===== src/sv/lrast_pkg.sv =====
// Shared types and constants of the line rasterizer.
package lrast_pkg;

  // Input item kinds, carried on in_tuser
  localparam logic MODE_LOAD = 1'b0;
  localparam logic MODE_STEP = 1'b1;

  // Configuration register indexes
  localparam logic CFG_SCREEN_WIDTH  = 1'b0;
  localparam logic CFG_SCREEN_HEIGHT = 1'b1;

  // Screen size after reset
  localparam int SCREEN_WIDTH_RST  = 320;
  localparam int SCREEN_HEIGHT_RST = 200;

  // Palette index width
  localparam int COLOR_BITS = 8;

  // Per-result status flags
  typedef struct packed {
    logic write_enable;
    logic line_done;
    logic busy_res;
  } lrast_flags_t;

endpackage


===== src/sv/line_rasterizer_top.sv =====
// Top level of the line rasterizer: ports, screen size registers and output skid buffer.
//
// Bresenham line rasterizer with clipping to a configurable screen.
// Input channel (in_*): in_tuser selects the item kind, 0 loads a new line
// (endpoints and color from in_tdata), 1 steps to the next pixel.
// Result channel (out_*): exactly one result item per input item, in order.
// out_tuser is the pixel write enable, out_tlast marks the end point of a line.
// Config channel (cfg_*): index 0 screen width, index 1 screen height; always ready.
// The user must write it only while the block is idle; the block does not enforce this.
// A result is registered into the result register, or into the skid register while a
// result waits, when its input item is accepted. Throughput: one item per clock while
// in_tready is high; each item's step, clip and address work fits between the input
// edge and the result register, with one 10x10 multiply for the address.
// Stall: a two-entry output buffer (result register plus skid register) lets
// one more item in while a result waits; in_tready drops while both are full.
// Reset: the line goes idle, both result entries empty, screen set to 320x200.
module line_rasterizer_top #(
  parameter  int COORD_BITS = 16,
  parameter  int DIM_BITS   = 10,
  localparam int IN_W       = ((4 * COORD_BITS + lrast_pkg::COLOR_BITS + 7) / 8) * 8,
  localparam int OUT_W      = ((4 * DIM_BITS + lrast_pkg::COLOR_BITS + 1 + 7) / 8) * 8
) (
  input  logic                clk,
  input  logic                rst_n,
  // input item
  input  logic                in_tvalid,
  output logic                in_tready,
  input  logic [IN_W-1:0]     in_tdata,   // x_start, y_start, x_end, y_end, line_color, zero pad
  input  logic                in_tuser,   // mode
  // result item
  output logic                out_tvalid,
  input  logic                out_tready,
  output logic [OUT_W-1:0]    out_tdata,  // pixel_x, pixel_y, pixel_address, pixel_color,
                                          // busy_res, zero pad
  output logic                out_tuser,  // write_enable
  output logic                out_tlast,  // line_done
  // configuration write
  input  logic                cfg_valid,
  output logic                cfg_ready,
  input  logic                cfg_addr,
  input  logic [DIM_BITS-1:0] cfg_data
);

  localparam int C     = COORD_BITS;
  localparam int D     = DIM_BITS;
  localparam int CB    = lrast_pkg::COLOR_BITS;
  localparam int RES_W = OUT_W + 2;

  logic                     in_accept, out_pop;
  logic [D-1:0]             screen_width_r, screen_height_r;
  lrast_pkg::lrast_flags_t  flags;
  logic [D-1:0]             pixel_x, pixel_y;
  logic [2*D-1:0]           pixel_address;
  logic [CB-1:0]            pixel_color;
  logic [RES_W-1:0]         res_new;
  logic [RES_W-1:0]         out_res_r, out_res_nxt, skid_res_r, skid_res_nxt;
  logic                     out_valid_r, out_valid_nxt, skid_valid_r, skid_valid_nxt;

  assign in_tready = !skid_valid_r;
  assign in_accept = in_tvalid && in_tready;
  assign out_pop   = out_valid_r && out_tready;
  assign cfg_ready = 1'b1;

  // Screen size registers
  always_ff @(posedge clk) begin
    if (!rst_n) begin
      screen_width_r  <= D'(lrast_pkg::SCREEN_WIDTH_RST);
      screen_height_r <= D'(lrast_pkg::SCREEN_HEIGHT_RST);
    end else if (cfg_valid && cfg_ready) begin
      case (cfg_addr)
        lrast_pkg::CFG_SCREEN_WIDTH:  screen_width_r  <= cfg_data;
        lrast_pkg::CFG_SCREEN_HEIGHT: screen_height_r <= cfg_data;
        default: ;
      endcase
    end
  end

  lrast_core #(
    .COORD_BITS (COORD_BITS),
    .DIM_BITS   (DIM_BITS)
  ) u_core (
    .clk           (clk),
    .rst_n         (rst_n),
    .in_accept     (in_accept),
    .mode          (in_tuser),
    .x_start       (in_tdata[C-1:0]),
    .y_start       (in_tdata[2*C-1:C]),
    .x_end         (in_tdata[3*C-1:2*C]),
    .y_end         (in_tdata[4*C-1:3*C]),
    .line_color    (in_tdata[4*C+CB-1:4*C]),
    .screen_width  (screen_width_r),
    .screen_height (screen_height_r),
    .flags         (flags),
    .pixel_x       (pixel_x),
    .pixel_y       (pixel_y),
    .pixel_address (pixel_address),
    .pixel_color   (pixel_color)
  );

  // Pack the result item: tdata fields from bit 0, then tlast, then tuser
  always_comb begin
    res_new                       = '0;
    res_new[D-1:0]                = pixel_x;
    res_new[2*D-1:D]              = pixel_y;
    res_new[4*D-1:2*D]            = pixel_address;
    res_new[4*D+CB-1:4*D]         = pixel_color;
    res_new[4*D+CB]               = flags.busy_res;
    res_new[OUT_W]                = flags.line_done;
    res_new[OUT_W+1]              = flags.write_enable;
  end

  // Advance the result register from the skid entry or the new item; else park in skid
  always_comb begin
    out_res_nxt    = out_res_r;
    out_valid_nxt  = out_valid_r;
    skid_res_nxt   = skid_res_r;
    skid_valid_nxt = skid_valid_r;
    if (!out_valid_r || out_pop) begin
      if (skid_valid_r) begin
        out_res_nxt    = skid_res_r;
        out_valid_nxt  = 1'b1;
        skid_valid_nxt = 1'b0;
      end else begin
        out_res_nxt   = res_new;
        out_valid_nxt = in_accept;
      end
    end else if (in_accept) begin
      skid_res_nxt   = res_new;
      skid_valid_nxt = 1'b1;
    end
  end

  always_ff @(posedge clk) begin
    if (!rst_n) begin
      out_valid_r  <= 1'b0;
      skid_valid_r <= 1'b0;
    end else begin
      out_valid_r  <= out_valid_nxt;
      skid_valid_r <= skid_valid_nxt;
    end
  end

  // Payload holds without reset
  always_ff @(posedge clk) begin
    out_res_r  <= out_res_nxt;
    skid_res_r <= skid_res_nxt;
  end

  assign out_tvalid = out_valid_r;
  assign out_tdata  = out_res_r[OUT_W-1:0];
  assign out_tlast  = out_res_r[OUT_W];
  assign out_tuser  = out_res_r[OUT_W+1];

`ifndef SYNTHESIS
  a_skid_behind_out : assert property (@(posedge clk) disable iff (!rst_n)
    skid_valid_r |-> out_valid_r)
    else $error("skid entry held while result register is empty");

  a_accept_gives_result : assert property (@(posedge clk) disable iff (!rst_n)
    in_accept |=> out_valid_r)
    else $error("accepted item left no result");

  a_skid_only_on_stall : assert property (@(posedge clk) disable iff (!rst_n)
    $rose(skid_valid_r) |-> $past(out_valid_r && !out_tready))
    else $error("skid entry filled without a stalled result");
`endif

endmodule


===== src/sv/lrast_core.sv =====
// Line state, Bresenham step logic, clipping and address of one result item.
module lrast_core #(
  parameter int COORD_BITS = 16,
  parameter int DIM_BITS   = 10
) (
  input  logic                              clk,
  input  logic                              rst_n,
  input  logic                              in_accept,
  input  logic                              mode,
  input  logic signed [COORD_BITS-1:0]      x_start,
  input  logic signed [COORD_BITS-1:0]      y_start,
  input  logic signed [COORD_BITS-1:0]      x_end,
  input  logic signed [COORD_BITS-1:0]      y_end,
  input  logic [lrast_pkg::COLOR_BITS-1:0]  line_color,
  input  logic [DIM_BITS-1:0]               screen_width,
  input  logic [DIM_BITS-1:0]               screen_height,
  output lrast_pkg::lrast_flags_t           flags,
  output logic [DIM_BITS-1:0]               pixel_x,
  output logic [DIM_BITS-1:0]               pixel_y,
  output logic [2*DIM_BITS-1:0]             pixel_address,
  output logic [lrast_pkg::COLOR_BITS-1:0]  pixel_color
);

  localparam int C = COORD_BITS;
  localparam int D = DIM_BITS;
  localparam int W = COORD_BITS + DIM_BITS;

  // Line state
  logic signed [C-1:0]             cur_x_r, cur_y_r, end_x_r, end_y_r;
  logic signed [C-1:0]             cur_x_nxt, cur_y_nxt, end_x_nxt, end_y_nxt;
  logic signed [C+1:0]             err_r, err_nxt;
  logic [C:0]                      dx_r, dy_r, dx_nxt, dy_nxt;
  logic                            neg_x_r, neg_y_r, x_major_r, active_r;
  logic                            neg_x_nxt, neg_y_nxt, x_major_nxt, active_nxt;
  logic [lrast_pkg::COLOR_BITS-1:0] color_r, color_nxt;

  // Load setup
  logic signed [C:0]   ld_dx, ld_dy;
  logic [C:0]          ld_adx, ld_ady, ld_major;
  logic                ld_x_major;

  // Step datapath
  logic                is_load, is_step, moving;
  logic [C:0]          st_minor, st_major;
  logic signed [C+1:0] err_sub;
  logic signed [C-1:0] px, py;
  logic [W-1:0]        px_ext, py_ext;
  logic                on_screen;
  logic [2*D-1:0]      addr_mul;

  assign is_load = in_accept && (mode == lrast_pkg::MODE_LOAD);
  assign is_step = in_accept && (mode == lrast_pkg::MODE_STEP) && active_r;

  // Deltas, directions and major axis of a new line
  always_comb begin
    ld_dx      = {x_end[C-1], x_end} - {x_start[C-1], x_start};
    ld_dy      = {y_end[C-1], y_end} - {y_start[C-1], y_start};
    ld_adx     = ld_dx[C] ? (C+1)'(-ld_dx) : ld_dx;
    ld_ady     = ld_dy[C] ? (C+1)'(-ld_dy) : ld_dy;
    ld_x_major = ld_adx > ld_ady;
    ld_major   = ld_x_major ? ld_adx : ld_ady;
  end

  // Error update of one step
  assign moving   = x_major_r ? (cur_x_r != end_x_r) : (cur_y_r != end_y_r);
  assign st_minor = x_major_r ? dy_r : dx_r;
  assign st_major = x_major_r ? dx_r : dy_r;
  assign err_sub  = err_r - $signed({1'b0, st_minor});

  // Next state
  always_comb begin
    cur_x_nxt   = cur_x_r;
    cur_y_nxt   = cur_y_r;
    end_x_nxt   = end_x_r;
    end_y_nxt   = end_y_r;
    err_nxt     = err_r;
    dx_nxt      = dx_r;
    dy_nxt      = dy_r;
    neg_x_nxt   = neg_x_r;
    neg_y_nxt   = neg_y_r;
    x_major_nxt = x_major_r;
    color_nxt   = color_r;
    active_nxt  = active_r;
    if (is_load) begin
      cur_x_nxt   = x_start;
      cur_y_nxt   = y_start;
      end_x_nxt   = x_end;
      end_y_nxt   = y_end;
      dx_nxt      = ld_adx;
      dy_nxt      = ld_ady;
      neg_x_nxt   = ld_dx[C];
      neg_y_nxt   = ld_dy[C];
      x_major_nxt = ld_x_major;
      err_nxt     = $signed({1'b0, ld_major >> 1});
      color_nxt   = line_color;
      active_nxt  = 1'b1;
    end else if (is_step) begin
      if (moving) begin
        err_nxt = err_sub;
        if (err_sub < 0) begin
          err_nxt = err_sub + $signed({1'b0, st_major});
          if (x_major_r) begin
            cur_y_nxt = neg_y_r ? cur_y_r - C'(1) : cur_y_r + C'(1);
          end else begin
            cur_x_nxt = neg_x_r ? cur_x_r - C'(1) : cur_x_r + C'(1);
          end
        end
        if (x_major_r) begin
          cur_x_nxt = neg_x_r ? cur_x_r - C'(1) : cur_x_r + C'(1);
        end else begin
          cur_y_nxt = neg_y_r ? cur_y_r - C'(1) : cur_y_r + C'(1);
        end
      end else begin
        active_nxt = 1'b0;
      end
    end
  end

  // Pixel of this step and its clipping
  always_comb begin
    px        = moving ? cur_x_r : end_x_r;
    py        = moving ? cur_y_r : end_y_r;
    px_ext    = {{D{1'b0}}, px};
    py_ext    = {{D{1'b0}}, py};
    on_screen = !px[C-1] && !py[C-1] &&
                (px_ext < {{C{1'b0}}, screen_width}) &&
                (py_ext < {{C{1'b0}}, screen_height});
    addr_mul  = {{D{1'b0}}, screen_width} * {{D{1'b0}}, py_ext[D-1:0]};
  end

  // Result fields; pixel fields are zero unless the pixel is written
  always_comb begin
    flags.write_enable = is_step && on_screen;
    flags.line_done    = is_step && !moving;
    flags.busy_res     = active_nxt;
    pixel_x            = '0;
    pixel_y            = '0;
    pixel_address      = '0;
    pixel_color        = '0;
    if (flags.write_enable) begin
      pixel_x       = px_ext[D-1:0];
      pixel_y       = py_ext[D-1:0];
      pixel_address = addr_mul + {{D{1'b0}}, px_ext[D-1:0]};
      pixel_color   = color_r;
    end
  end

  // State registers
  always_ff @(posedge clk) begin
    if (!rst_n) begin
      cur_x_r   <= '0;
      cur_y_r   <= '0;
      end_x_r   <= '0;
      end_y_r   <= '0;
      err_r     <= '0;
      dx_r      <= '0;
      dy_r      <= '0;
      neg_x_r   <= 1'b0;
      neg_y_r   <= 1'b0;
      x_major_r <= 1'b0;
      color_r   <= '0;
      active_r  <= 1'b0;
    end else begin
      cur_x_r   <= cur_x_nxt;
      cur_y_r   <= cur_y_nxt;
      end_x_r   <= end_x_nxt;
      end_y_r   <= end_y_nxt;
      err_r     <= err_nxt;
      dx_r      <= dx_nxt;
      dy_r      <= dy_nxt;
      neg_x_r   <= neg_x_nxt;
      neg_y_r   <= neg_y_nxt;
      x_major_r <= x_major_nxt;
      color_r   <= color_nxt;
      active_r  <= active_nxt;
    end
  end

`ifndef SYNTHESIS
  a_done_ends_line : assert property (@(posedge clk) disable iff (!rst_n)
    flags.line_done |=> !active_r)
    else $error("line still active after its end point");

  a_load_starts_line : assert property (@(posedge clk) disable iff (!rst_n)
    is_load |=> active_r && (cur_x_r == $past(x_start)) && (end_y_r == $past(y_end)))
    else $error("load did not set up the line");

  a_write_needs_line : assert property (@(posedge clk) disable iff (!rst_n)
    flags.write_enable |-> active_r && !flags.line_done || active_r && !moving)
    else $error("pixel written without an active line");
`endif

endmodule

===== config.mk =====
export PLATFORM = sky130hd
export DESIGN_NAME = line_rasterizer_top
export DESIGN_NICKNAME = d
export VERILOG_FILES = /design/src/sv/lrast_pkg.sv /design/src/sv/line_rasterizer_top.sv /design/src/sv/lrast_core.sv
export SDC_FILE = /design/constraint.sdc
export NUM_CORES = 1
export LEC_CHECK = 0
export BUFFER_PORTS_ARGS = -buffer_cell sky130_fd_sc_hd__buf_2
export CORE_ASPECT_RATIO = 0.9
export CORE_MARGIN = 2
export CORE_UTILIZATION = 62
export DETAILED_ROUTE_END_ITERATION = 7
export MAX_ROUTING_LAYER = met4
export PLACE_DENSITY = 0.93
export SLEW_MARGIN = 20
export SYNTH_ARGS = -nofsm -noshare
export SYNTH_HDL_FRONTEND = slang
export SYNTH_SLANG_ARGS = --single-unit

===== constraint.sdc =====
create_clock -name clk -period 7.64 [get_ports clk]
set_input_delay 2.292 -clock clk [delete_from_list [all_inputs] [get_ports clk]]
set_output_delay 2.292 -clock clk [all_outputs]
set_load 0.02 [all_outputs]

==> impl_metrics.json <==
{
  "synth_top_cell_by_area": "edfxtp_1",
  "cp_data_required_time_ns": 7.94,
  "grt_usage_pct": 34.4,
  "synth_ff_type": "dfxtp_1",
  "fin_crit_ns": 7.35,
  "ant_nets": 0,
  "synth_area_leaders": "edfxtp_1, dfxtp_1, ha_1, fa_1, nand2_1",
  "cp_slowest_stage_delay_ns": 0.56,
  "powerDensity_mw_per_mm2": 234,
  "crit_path_max_fanout": 12,
  "worstSetupStartpoint": "u_core.cur_x_r[5]",
  "clock_skew_ns": 0.0362,
  "drc_errors": 0,
  "vias": 18100,
  "hold_path.startpoint": "u_core.dx_r[14]",
  "netlist_area_mm2": 0.0206,
  "clkTransAtPathRegs_ns": 0.06,
  "ys_ff_latch": 252,
  "insertion_delay_ns": 0.58,
  "io_buffers": 141,
  "cts_tree": "yes",
  "hpwl_um": 44000,
  "drtIter0Drc": 1744,
  "clockBufferDepth": 3,
  "final-hold-violation-count": 0,
  "start_util_pct": 62.7,
  "nFillCells": 2414,
  "die_h_um": 177,
  "vdd_ir_drop_max_uv": 209,
  "fp.coreArea_mm2": 0.0329,
  "ioPinCount": 150,
  "synth_edf_count": 102,
  "r2r_start": "u_core.cur_x_r[5]",
  "yosysTopAreaCellShare_pct": 14.9,
  "timing.slew.headroom_pct": 35.2,
  "rows": 63,
  "status": "completed",
  "ys_seq_area_share_pct": 29.5,
  "syn-instance-count": 2347,
  "numClockSinks": 252,
  "drv_cap": 0,
  "cp_slowest_cell": "fa_1",
  "synth_cell_type_count": 95,
  "fin_nets": 2814,
  "async_reset_ff_share_pct": 0,
  "cts_buffers": 28,
  "timing.fmax_ghz": 0.136,
  "grt_pass1_vias": 18000,
  "grt-ovfl-total": 0,
  "viasPerCell": 6.22,
  "die_area_mm2": 0.0347,
  "wirelength_um": 58000,
  "rsz0062_at_grt": "no",
  "grt_max_degree": 103,
  "cts_setup_buffers": 0,
  "root_buffer": "clkbuf_16",
  "path_delay_family": "adder cells",
  "gp_congestion": 1.01,
  "antenna_found_initial": 1,
  "dr.pass1.iters": 7,
  "area_delta_synth_final_pct": 10.7,
  "critPathBufInv": 5,
  "grt_pass1_wl_um": 92800,
  "worstMarginPinSlew_ns": 0.973,
  "synth.yosys.warnings": 0,
  "crit_arrival_ns": 7.65,
  "drive_gt1_share_pct": 12.9,
  "synth_area_per_cell_um2": 8.78,
  "crit_path_start_kind": "register",
  "avgRoutedWirePerCell_um": 20.0,
  "post-route-period-util_pct": 96.1,
  "die_width_um": 196,
  "timing.final.ws_setup_ns": 0.294,
  "crit_type": "reg -> reg",
  "h-tree-depth": 1,
  "setup_viol": 0,
  "slew_viol_final": 0,
  "pre_cts_slack_ns": 0.0881,
  "p_leak_nw": 11.0,
  "setup_tns_ns": 0,
  "worstSetupEndpointType": "register",
  "worstHoldPathType": "reg -> reg"
}
-- stage by stage --
| step | power [mW] | instance area, um^2 | hold WS (ns) | utilization (%) | instances |
|---|---|---|---|---|---|
| final | 5.33 | 22800 | 0.477 | 69.4 | 2903 |
| after global routing | 5.60 | 22800 | 0.491 | 69.4 | 2903 |
| after CTS | 5.28 | 22700 | 0.474 | 69.1 | 2902 |
| after detailed placement | 3.78 | 21700 | 0.464 | 66.0 | 2850 |
| after global placement | 3.70 | 21700 | 0.450 | 66.0 | 2849 |
| after floorplan | 3.24 | 20600 | 0.440 | - | 2353 |
-- tightest hold or removal path, delay by kind of cell, from the launching register on --
| family | cells | cell delay (ns) |
|---|---|---|
| DFF | 1 | 0.32 |
| and+or+nand+nor | 1 | 0.06 |
| AOI/OAI and AO/OA | 1 | 0.05 |
-- placed cells by master (no fill, tap or decap), types with 23 or more instances in the layout --
cell type / count
a21boi_0: 66
a21o_1: 82
a21oi_1: 136
and2_1: 23
buf_2: 140
buf_4: 32
clkbuf_16: 28
dfxtp_1: 147
edfxtp_1: 102
fa_1: 78
ha_1: 189
inv_1: 243
mux2_2: 33
mux2i_1: 36
nand2_1: 275
nand3_1: 33
nor2_1: 176
nor3_1: 26
o21ai_0: 112
xnor2_1: 66
xor2_1: 71
-- state kept, by name, summed over array words and instances, names as in the netlist, 16 cells and up --
signal,count
u_core.dy_r,17
u_core.dx_r,17
u_core.cur_x_r,16
u_core.err_r,18
u_core.end_y_r,16
u_core.end_x_r,16
skid_res_r,51
u_core.cur_y_r,16
out_res_r,51
-- power breakdown --
part	internal, mW	leakage (nW)	switching, mW
combinational	0.933	8.16	1.35
clock	0.912	0.500	0.583
sequential	1.47	2.37	0.0716
total	3.32	11.0	2.01
-- layer usage --
| layer | vias up | global-route usage (%) | wire (um) |
|---|---|---|---|
| li1 | 8387 | - | - |
| met5 | - | - | 0 |
| met2 | 798 | 56.3 | 27000 |
| met4 | 0 | 15.4 | 2960 |
| met3 | 205 | 4.95 | 4330 |
| met1 | 8664 | 42.8 | 23700 |
-- cells in the mapped netlist (all sizes together) (36+ instances only) --
cell type  instances
mux2i             39
xnor2             70
a21oi            139
xor2              73
dfxtp            150
o21ai            121
nand2            275
edfxtp           102
ha               189
clkbuf            62
inv              245
a21boi            72
buf               36
fa                78
nor2             180
a21o              82
-- final cells by class --
cell class	count	area, um^2	area share, %
Tap cell	422	528	2.32
Inverter	245	920	4.03
Sequential cell	252	6070	26.6
Clock inverter	17	267	1.17
Clock buffer	35	757	3.32
Multi-Input combinational cell	1758	13300	58.4
Timing Repair Buffer	173	952	4.18
Antenna cell	1	2.50	0.0110
-- logic make-up after synthesis --
group / Yosys count / synth area share [%]
buf+inv: 343 / 6.64
simple gates: 665 / 14.8
fa+ha+maj: 267 / 19.1
compound gates: 602 / 20.0
mux: 73 / 3.77
xor+xnor: 143 / 6.30
other cells: 2 / 0.0365
flops: 252 / 29.5
-- timing repair --
item,4_1_cts,5_1_grt
gates resized for setup,0,14
hold buffers,0,0
setup endpoints to repair,0,9
-- path summary, 6_finish.rpt --
path                          end  slack [ns]  depth (start not counted)
setup / recovery    out_res_r[36]        0.29                         26
hold / removal    u_core.dx_r[14]        0.48                          2
setup reg to reg    out_res_r[36]        0.29                         26
hold reg to reg   u_core.dx_r[14]        0.48                          2
(Power assumes the default switching activity.)
